===== config.mk =====
export PLATFORM = sky130hd
export DESIGN_NAME = integer_to_base_n_digits
export DESIGN_NICKNAME = d
export VERILOG_FILES = /design/src/design/itbn_pkg.sv /design/src/design/itbn_front.sv /design/src/design/itbn_queue.sv /design/src/design/itbn_back.sv /design/src/design/integer_to_base_n_digits.sv
export SDC_FILE = /design/constraint.sdc
export NUM_CORES = 1
export LEC_CHECK = 0
export ABC_AREA = 1
export BUFFER_PORTS_ARGS = -buffer_cell sky130_fd_sc_hd__buf_4
export CAP_MARGIN = 5
export CELL_PAD_IN_SITES_DETAIL_PLACEMENT = 1
export CELL_PAD_IN_SITES_GLOBAL_PLACEMENT = 1
export CORE_ASPECT_RATIO = 1.4
export CORE_MARGIN = 2
export CORE_UTILIZATION = 50
export CTS_CLUSTER_SIZE = 16
export DETAILED_ROUTE_END_ITERATION = 10
export PLACE_DENSITY = 0.84
export SYNTH_ARGS = -nofsm -noshare
export SYNTH_HDL_FRONTEND = slang
export SYNTH_SLANG_ARGS = --single-unit

===== constraint.sdc =====
create_clock -name i_clk -period 16.58 [get_ports i_clk]
set_input_delay 2.487 -clock i_clk [delete_from_list [all_inputs] [get_ports i_clk]]
set_output_delay 2.487 -clock i_clk [all_outputs]
set_load 0.01 [all_outputs]

===== src/design/itbn_pkg.sv =====
`timescale 1ns / 1ps

package itbn_pkg;

    // Field widths
    localparam int NUMBER_W = 31;
    localparam int RADIX_W  = 5;
    localparam int DIGIT_W  = 4;
    localparam int CHAR_W   = 7;

    // Digit stack
    localparam int STACK_DEPTH = 32;
    localparam int PTR_W       = $clog2(STACK_DEPTH);
    localparam int CNT_W       = $clog2(STACK_DEPTH + 1);

    // Divider: working word is the number padded to whole groups of quotient bits
    localparam int WORK_W         = 32;
    localparam int BITS_PER_CYCLE = 8;
    localparam int DIV_CYCLES     = WORK_W / BITS_PER_CYCLE;
    localparam int STEP_W         = $clog2(DIV_CYCLES);

    // Queue between front and back
    localparam int QUEUE_DEPTH = 2;
    localparam int QPTR_W      = $clog2(QUEUE_DEPTH);
    localparam int QCNT_W      = $clog2(QUEUE_DEPTH + 1);

    // Radix limits
    localparam logic [RADIX_W-1:0] RADIX_MIN = 5'd2;
    localparam logic [RADIX_W-1:0] RADIX_MAX = 5'd16;

    // Character codes
    localparam logic [CHAR_W-1:0]  CHAR_ZERO    = 7'h30;
    localparam logic [CHAR_W-1:0]  CHAR_NINE    = 7'h39;
    localparam logic [CHAR_W-1:0]  CHAR_UPPER_A = 7'h41;
    localparam logic [CHAR_W-1:0]  CHAR_UPPER_F = 7'h46;
    localparam logic [DIGIT_W-1:0] DIGIT_TEN    = 4'd10;

    typedef struct packed {
        logic [NUMBER_W-1:0] value;
        logic [RADIX_W-1:0]  base;
    } t_job;

    typedef enum logic [2:0] {
        S_IDLE,
        S_DIV,
        S_PUSH,
        S_READ,
        S_LOAD
    } t_back_state;

    // Map a digit value to its ASCII character
    function automatic logic [CHAR_W-1:0] digit_to_char(input logic [DIGIT_W-1:0] d);
        logic [CHAR_W-1:0] c;
        if (d < DIGIT_TEN) begin
            c = CHAR_ZERO + CHAR_W'(d);
        end else begin
            c = CHAR_UPPER_A + CHAR_W'(d - DIGIT_TEN);
        end
        return c;
    endfunction

endpackage


===== src/design/itbn_front.sv =====
`timescale 1ns / 1ps

module itbn_front (
    input  logic [itbn_pkg::NUMBER_W-1:0] i_number_in,
    input  logic [itbn_pkg::RADIX_W-1:0]  i_radix,
    output itbn_pkg::t_job                o_job
);

    // Clamp the base into the supported range
    always_comb begin
        o_job.value = i_number_in;
        if (i_radix < itbn_pkg::RADIX_MIN) begin
            o_job.base = itbn_pkg::RADIX_MIN;
        end else if (i_radix > itbn_pkg::RADIX_MAX) begin
            o_job.base = itbn_pkg::RADIX_MAX;
        end else begin
            o_job.base = i_radix;
        end
    end

endmodule


===== src/design/itbn_queue.sv =====
`timescale 1ns / 1ps

module itbn_queue (
    input  logic           i_clk,
    input  logic           i_rst_n,
    input  logic           i_push,
    input  itbn_pkg::t_job i_job,
    output logic           o_full,
    input  logic           i_pop,
    output logic           o_valid,
    output itbn_pkg::t_job o_job
);

    itbn_pkg::t_job                  r_mem [itbn_pkg::QUEUE_DEPTH];
    logic [itbn_pkg::QPTR_W-1:0]     r_wr_ptr;
    logic [itbn_pkg::QPTR_W-1:0]     r_rd_ptr;
    logic [itbn_pkg::QCNT_W-1:0]     r_count;
    logic                            w_push;
    logic                            w_pop;

    assign o_full  = (r_count == itbn_pkg::QCNT_W'(itbn_pkg::QUEUE_DEPTH));
    assign o_valid = (r_count != '0);
    assign o_job   = r_mem[r_rd_ptr];
    assign w_push  = i_push && !o_full;
    assign w_pop   = i_pop && o_valid;

    // Store the incoming word
    always_ff @(posedge i_clk) begin
        if (w_push) begin
            r_mem[r_wr_ptr] <= i_job;
        end
    end

    // Advance pointers and occupancy
    always_ff @(posedge i_clk) begin
        if (!i_rst_n) begin
            r_wr_ptr <= '0;
            r_rd_ptr <= '0;
            r_count  <= '0;
        end else begin
            if (w_push) begin
                if (r_wr_ptr == itbn_pkg::QPTR_W'(itbn_pkg::QUEUE_DEPTH - 1)) begin
                    r_wr_ptr <= '0;
                end else begin
                    r_wr_ptr <= r_wr_ptr + 1'b1;
                end
            end
            if (w_pop) begin
                if (r_rd_ptr == itbn_pkg::QPTR_W'(itbn_pkg::QUEUE_DEPTH - 1)) begin
                    r_rd_ptr <= '0;
                end else begin
                    r_rd_ptr <= r_rd_ptr + 1'b1;
                end
            end
            if (w_push && !w_pop) begin
                r_count <= r_count + 1'b1;
            end else if (w_pop && !w_push) begin
                r_count <= r_count - 1'b1;
            end
        end
    end

endmodule


===== src/design/itbn_back.sv =====
`timescale 1ns / 1ps

module itbn_back (
    input  logic                         i_clk,
    input  logic                         i_rst_n,
    input  logic                         i_job_valid,
    input  itbn_pkg::t_job               i_job,
    output logic                         o_job_take,
    output logic                         o_valid,
    output logic [itbn_pkg::CHAR_W-1:0]  o_digit_char,
    output logic                         o_last_digit,
    input  logic                         i_stall
);

    itbn_pkg::t_back_state               r_state, n_state;
    logic [itbn_pkg::WORK_W-1:0]         r_work, n_work;
    logic [itbn_pkg::RADIX_W-1:0]        r_base, n_base;
    logic [itbn_pkg::DIGIT_W-1:0]        r_rem, n_rem;
    logic [itbn_pkg::STEP_W-1:0]         r_step, n_step;
    logic [itbn_pkg::CNT_W-1:0]          r_count, n_count;
    logic                                r_out_valid, n_out_valid;
    logic [itbn_pkg::CHAR_W-1:0]         r_out_char, n_out_char;
    logic                                r_out_last, n_out_last;

    logic [itbn_pkg::DIGIT_W-1:0]        r_stack [itbn_pkg::STACK_DEPTH];
    logic [itbn_pkg::DIGIT_W-1:0]        r_rd_data;
    logic                                w_push;
    logic                                w_read;
    logic [itbn_pkg::CNT_W-1:0]          w_cnt_dec;

    // Divider step results
    logic [itbn_pkg::BITS_PER_CYCLE-1:0] w_top;
    logic [itbn_pkg::BITS_PER_CYCLE-1:0] w_quo;
    logic [itbn_pkg::DIGIT_W-1:0]        w_rem;

    assign w_cnt_dec    = r_count - 1'b1;
    assign o_valid      = r_out_valid;
    assign o_digit_char = r_out_char;
    assign o_last_digit = r_out_last;

    // Restoring division, one group of quotient bits per cycle
    always_comb begin
        logic [itbn_pkg::DIGIT_W-1:0] v_rem;
        logic [itbn_pkg::DIGIT_W:0]   v_trial;
        w_top = r_work[itbn_pkg::WORK_W-1 -: itbn_pkg::BITS_PER_CYCLE];
        v_rem = r_rem;
        w_quo = '0;
        for (int i = 0; i < itbn_pkg::BITS_PER_CYCLE; i++) begin
            v_trial = {v_rem, w_top[itbn_pkg::BITS_PER_CYCLE-1-i]};
            if (v_trial >= r_base) begin
                w_quo[itbn_pkg::BITS_PER_CYCLE-1-i] = 1'b1;
                v_rem = itbn_pkg::DIGIT_W'(v_trial - r_base);
            end else begin
                v_rem = v_trial[itbn_pkg::DIGIT_W-1:0];
            end
        end
        w_rem = v_rem;
    end

    // Sequence: take, divide and push each digit, then pop and emit
    always_comb begin
        n_state     = r_state;
        n_work      = r_work;
        n_base      = r_base;
        n_rem       = r_rem;
        n_step      = r_step;
        n_count     = r_count;
        n_out_valid = r_out_valid && i_stall;
        n_out_char  = r_out_char;
        n_out_last  = r_out_last;
        o_job_take  = 1'b0;
        w_push      = 1'b0;
        w_read      = 1'b0;
        case (r_state)
            itbn_pkg::S_IDLE: begin
                if (i_job_valid) begin
                    o_job_take = 1'b1;
                    n_work     = itbn_pkg::WORK_W'(i_job.value);
                    n_base     = i_job.base;
                    n_rem      = '0;
                    n_step     = '0;
                    n_count    = '0;
                    // zero needs no division: push the single zero digit
                    if (i_job.value == '0) begin
                        n_state = itbn_pkg::S_PUSH;
                    end else begin
                        n_state = itbn_pkg::S_DIV;
                    end
                end
            end
            itbn_pkg::S_DIV: begin
                n_work = {r_work[itbn_pkg::WORK_W-itbn_pkg::BITS_PER_CYCLE-1:0], w_quo};
                n_rem  = w_rem;
                n_step = r_step + 1'b1;
                if (r_step == itbn_pkg::STEP_W'(itbn_pkg::DIV_CYCLES - 1)) begin
                    n_state = itbn_pkg::S_PUSH;
                end
            end
            itbn_pkg::S_PUSH: begin
                if (r_count < itbn_pkg::CNT_W'(itbn_pkg::STACK_DEPTH)) begin
                    w_push  = 1'b1;
                    n_count = r_count + 1'b1;
                end
                n_rem  = '0;
                n_step = '0;
                if (r_work == '0) begin
                    n_state = itbn_pkg::S_READ;
                end else begin
                    n_state = itbn_pkg::S_DIV;
                end
            end
            itbn_pkg::S_READ: begin
                w_read  = 1'b1;
                n_count = w_cnt_dec;
                n_state = itbn_pkg::S_LOAD;
            end
            itbn_pkg::S_LOAD: begin
                // hold until the output register is free
                if (!r_out_valid || !i_stall) begin
                    n_out_valid = 1'b1;
                    n_out_char  = itbn_pkg::digit_to_char(r_rd_data);
                    n_out_last  = (r_count == '0);
                    if (r_count == '0) begin
                        n_state = itbn_pkg::S_IDLE;
                    end else begin
                        n_state = itbn_pkg::S_READ;
                    end
                end
            end
            default: begin
                n_state = itbn_pkg::S_IDLE;
            end
        endcase
    end

    // Digit stack memory
    always_ff @(posedge i_clk) begin
        if (w_push) begin
            r_stack[r_count[itbn_pkg::PTR_W-1:0]] <= r_rem;
        end
    end

    always_ff @(posedge i_clk) begin
        if (w_read) begin
            r_rd_data <= r_stack[w_cnt_dec[itbn_pkg::PTR_W-1:0]];
        end
    end

    // Control registers
    always_ff @(posedge i_clk) begin
        if (!i_rst_n) begin
            r_state     <= itbn_pkg::S_IDLE;
            r_count     <= '0;
            r_step      <= '0;
            r_out_valid <= 1'b0;
        end else begin
            r_state     <= n_state;
            r_count     <= n_count;
            r_step      <= n_step;
            r_out_valid <= n_out_valid;
        end
    end

    // Datapath registers
    always_ff @(posedge i_clk) begin
        r_work     <= n_work;
        r_base     <= n_base;
        r_rem      <= n_rem;
        r_out_char <= n_out_char;
        r_out_last <= n_out_last;
    end

    a_count_bound: assert property (@(posedge i_clk) disable iff (!i_rst_n)
        r_count <= itbn_pkg::CNT_W'(itbn_pkg::STACK_DEPTH))
        else $error("digit stack count beyond depth");

    a_rem_below_base: assert property (@(posedge i_clk) disable iff (!i_rst_n)
        (r_state == itbn_pkg::S_DIV) |-> (itbn_pkg::RADIX_W'(r_rem) < r_base))
        else $error("partial remainder not below base");

    a_read_nonempty: assert property (@(posedge i_clk) disable iff (!i_rst_n)
        (r_state == itbn_pkg::S_READ) |-> (r_count != '0))
        else $error("pop from empty digit stack");

    a_idle_empty: assert property (@(posedge i_clk) disable iff (!i_rst_n)
        (r_state == itbn_pkg::S_IDLE) |-> (r_count == '0))
        else $error("digit stack not drained between words");

    a_char_range: assert property (@(posedge i_clk) disable iff (!i_rst_n)
        r_out_valid |-> ((r_out_char >= itbn_pkg::CHAR_ZERO && r_out_char <= itbn_pkg::CHAR_NINE)
                      || (r_out_char >= itbn_pkg::CHAR_UPPER_A
                          && r_out_char <= itbn_pkg::CHAR_UPPER_F)))
        else $error("output character is not a digit");

endmodule


===== src/design/integer_to_base_n_digits.sv =====
`timescale 1ns / 1ps

// Converts a 31-bit unsigned integer to its digit string in a base from 2 to 16
// (bases outside that range are clamped), emitting one ASCII word per digit,
// '0'-'9' then 'A'-'F', most significant digit first; o_last_digit marks the
// least significant digit, and zero gives the single digit '0'. A two-word queue
// sits behind the input, so up to two numbers can wait while one is converted.
// Conversion of one number runs in order: the divider, which resolves 8 quotient
// bits per cycle, yields each digit as a remainder, which is pushed onto the
// digit stack; the digits are then popped through the stack memory's registered
// read port into the output register, and a stalled output holds the pop. The
// worst case, base 2, gives 31 digits.
module integer_to_base_n_digits (
    input  logic                         i_clk,
    input  logic                         i_rst_n,
    input  logic                         i_valid,
    input  logic [itbn_pkg::NUMBER_W-1:0] i_number_in,
    input  logic [itbn_pkg::RADIX_W-1:0]  i_radix,
    output logic                         o_stall,
    output logic                         o_valid,
    output logic [itbn_pkg::CHAR_W-1:0]  o_digit_char,
    output logic                         o_last_digit,
    input  logic                         i_stall
);

    itbn_pkg::t_job w_front_job;
    itbn_pkg::t_job w_queue_job;
    logic           w_queue_valid;
    logic           w_queue_full;
    logic           w_take;

    assign o_stall = w_queue_full;

    // Clamp the base
    itbn_front u_front (
        .i_number_in (i_number_in),
        .i_radix     (i_radix),
        .o_job       (w_front_job)
    );

    // Buffer words between front and back
    itbn_queue u_queue (
        .i_clk   (i_clk),
        .i_rst_n (i_rst_n),
        .i_push  (i_valid),
        .i_job   (w_front_job),
        .o_full  (w_queue_full),
        .i_pop   (w_take),
        .o_valid (w_queue_valid),
        .o_job   (w_queue_job)
    );

    // Divide, stack and emit digits
    itbn_back u_back (
        .i_clk        (i_clk),
        .i_rst_n      (i_rst_n),
        .i_job_valid  (w_queue_valid),
        .i_job        (w_queue_job),
        .o_job_take   (w_take),
        .o_valid      (o_valid),
        .o_digit_char (o_digit_char),
        .o_last_digit (o_last_digit),
        .i_stall      (i_stall)
    );

endmodule

==> results.md <==
* Port bufs at 49
* Routed vias at 9406
* Depth of the most critical reg-to-reg path at 61
* Clock sinks at 270
* Worst Path Required at 16980 ps
* Post-synth top area cell: edfxtp_1
* Drt pass-1 iters at 6
* Worst Hold Class: reg2reg
* Max Slew Vio Count at 0
* DRT iter0 DRCs at 545
* Crit end category: flop
* DIE HEIGHT at 196.1 µm
* Remaining DRCs at 0
* RePlAce Congestion at 0.8860
* Finished Layout Cells at 1693
* Grt total ovfl at 0
* Crit Path Class: reg2reg
* Core Util, Final at 55.94%
* Seq/Total Area, Yosys at 60.25%
* Reg2Reg Setup Slack at 5100 ps
* Fin crit share at 69.21%
* Setup crit start kind: flop
* Top cells by area in the synthesized netlist: edfxtp_1 58%, nand2_1 7.6%, o21ai_0 6.0%
* Synth Warn # at 0
* IO Count at 50
* FF-to-FF Start: u_back.r_rem[1]
* CTS Buf Count at 27
* Clk_lat worst skew at 550 ps
* Via density at 5.556
* CTS-repair resized insts at 0
* CP dominant cell by count: nand2_1
* Fin area at 14550 µm²
* Crit-path slowest cell: edfxtp_1
* Worst r2r dst: u_back.r_rem[2]
* FP Rows at 70
* Dpl cell area at 13760 µm²
* Synth top area share at 57.66%
* Final Net Count at 1449
* Synth Net Count at 1405
* Clock Skews at 12.75 ps
* Clock-pin slew on the worst setup and hold paths at 60 ps
* Most frequent cells in the layout: 266 x nand2_1, 253 x edfxtp_1, 200 x nor2_1
* Final Critical Period at 11480 ps
* Max Clock Freq at 87.14 MHz
* Status: complete, no violations
* Critical Path Source: u_back.r_rem[1]
* Hold buffer count at cts at 0
* Most common cell after layout, fill and taps aside: nand2_1
* CTS Buffer Depth at 3
* Full die area at 27680 µm²
* Number of synthesized register bits at 270
* Ys async rst share at 0%
* CTS H-tree lvls at 1
* Mapped Cells at 1307
* Core Area at 26010 µm²
* Crit path max fanout at 34
* Largest net degree at the start of global routing at 70
* Slew Limit Headroom at 26.09%
* Final hold vios at 0
* Ant. Diodes at 0
* Synth-to-layout area growth at 10.45%
* Post-synth EDFFs at 253
* Critical path's largest stage delay at 1080 ps
* Vias in the first global route at 10392
* Mean Syn Cell Area at 10.08 µm²
* Antenna violations before repair at 0
* Worst slew pin tran at 1109 ps
* Antenna-violating nets left at 0
* RSZ-0062 raised after global routing: false
* Post-DP HPWL at 22640 µm
* Die width at 141.2 µm
* Total wire length at 32880 µm
* Fraction of layout cells with a size suffix above 1 at 8.692%
* Max_cap viols at 0
* Fillcell total at 2876
* Setup violators final at 0
* Total GRT Usage at 23.93%
* First-pass GRT wire length at 52280 µm
* DP Cell Count at 1646
* Setup crit end: u_back.r_rem[2]
* Clk root buf: clkbuf_16
* Setup TNS at 0 ps
* Starting Density at 50.65%
* Synthesized area at 13180 µm²
* CP arrival at 11870 ps
* Main synth FF type: edfxtp_1
* Post-DR wirelength/cell at 19.42 µm
* CTS tree: done
* Postcts setup bufs at 0
* Post-synth cell types at 42
## critical path: cells and delay by family, from the launching register on
kind | cells | cell delay (ps)
AND/OR/NAND/NOR | 37 | 5150
adder cells (fa/ha/maj) | 8 | 2420
AO/OA/AOI/OAI | 8 | 1590
flip-flops | 1 | 1080
buffers and inverters | 8 | 1040
## stage by stage
| step | setup slack, ps | hold slack (ps) |
|---|---|---|
| 4_1_cts | 5215 | 484.1 |
| 6_report | 5104 | 475.4 |
| 5_1_grt | 4006 | 505.9 |
| 2_1_floorplan | 7189 | 425.5 |
| 3_5_place_dp | 5299 | 463.8 |
| 3_3_place_gp | 6188 | 435.4 |
## cell usage after synthesis, types with 3 or more instances
library cell  number
nand3_2            3
dfxtp_1           17
nand4_1            8
and2_1             5
clkbuf_1          11
nand3_1           35
a21o_1             7
o21ai_0          157
nor3_1             5
nand2_1          266
o211ai_1          16
fa_1               8
buf_6              8
xnor2_1            5
a21oi_1           35
a211oi_1           3
xor2_1            13
or2_2              7
inv_2              6
o21ai_1            7
buf_2             15
o32ai_1            3
ha_1              50
nor2_1           202
inv_1            133
a31oi_1            3
buf_4              7
edfxtp_1         253
o22ai_1            4
## flip-flops by register name, summed over array words and instances, names as in the netlist, 3 cells and up, named ones only
name / count
u_back.r_state: 3
u_back.r_rd_data: 4
u_back.r_work: 32
u_queue.r_mem: 72
u_back.r_count: 6
u_back.r_rem: 4
u_back.o_digit_char: 7
u_back.r_base: 5
u_back.r_stack: 128
## area by class of cell
cell class	instances	area [µm²]	area share, %
Multi-Input combinational cell	855	4461	30.65
Tap cell	324	405.4	2.786
Clock buffer	33	708.2	4.867
Sequential cell	270	7939	54.56
Timing Repair Buffer	57	427.9	2.941
Clock inverter	14	85.08	0.5847
Inverter	140	525.5	3.611
## layer usage
layer / vias to the layer above / global-route usage, % / wire length (µm)
li1: 4505 / - / -
met1: 4589 / 24.66 / 11890
met2: 214 / 46.84 / 18320
met3: 98 / 2.660 / 1021
met4: 0 / 12.26 / 1657
met5: - / 0 / 0
## worst min-delay path by stage
stage / to / start / cells after the start
final: flop / u_queue.r_rd_ptr / 1
after global routing: flop / u_queue.r_rd_ptr / 1
after CTS: flop / u_queue.r_rd_ptr / 1
after detailed placement: flop / u_queue.r_rd_ptr / 1
after global placement: u_queue.r_rd_ptr / u_queue.r_rd_ptr / 1
after floorplan: flop / u_queue.r_rd_ptr / 1
## logic make-up (layout without fill, tap and decap cells)
logic type               Yosys count  after routing  share of synthesized area [%]
buffers and inverters            182            244                          6.011
adder cells (fa/ha/maj)           58             58                          5.964
AO/OA/AOI/OAI                    240            240                          9.858
XOR/XNOR                          20             20                          1.529
multiplexers                       1              1                        0.07598
flip-flops                       270            270                          60.25
AND/OR/NAND/NOR                  536            536                          16.32
Power is not shown: default switching activity piles up to over one toggle a cycle in this logic, so the estimate is an artifact.
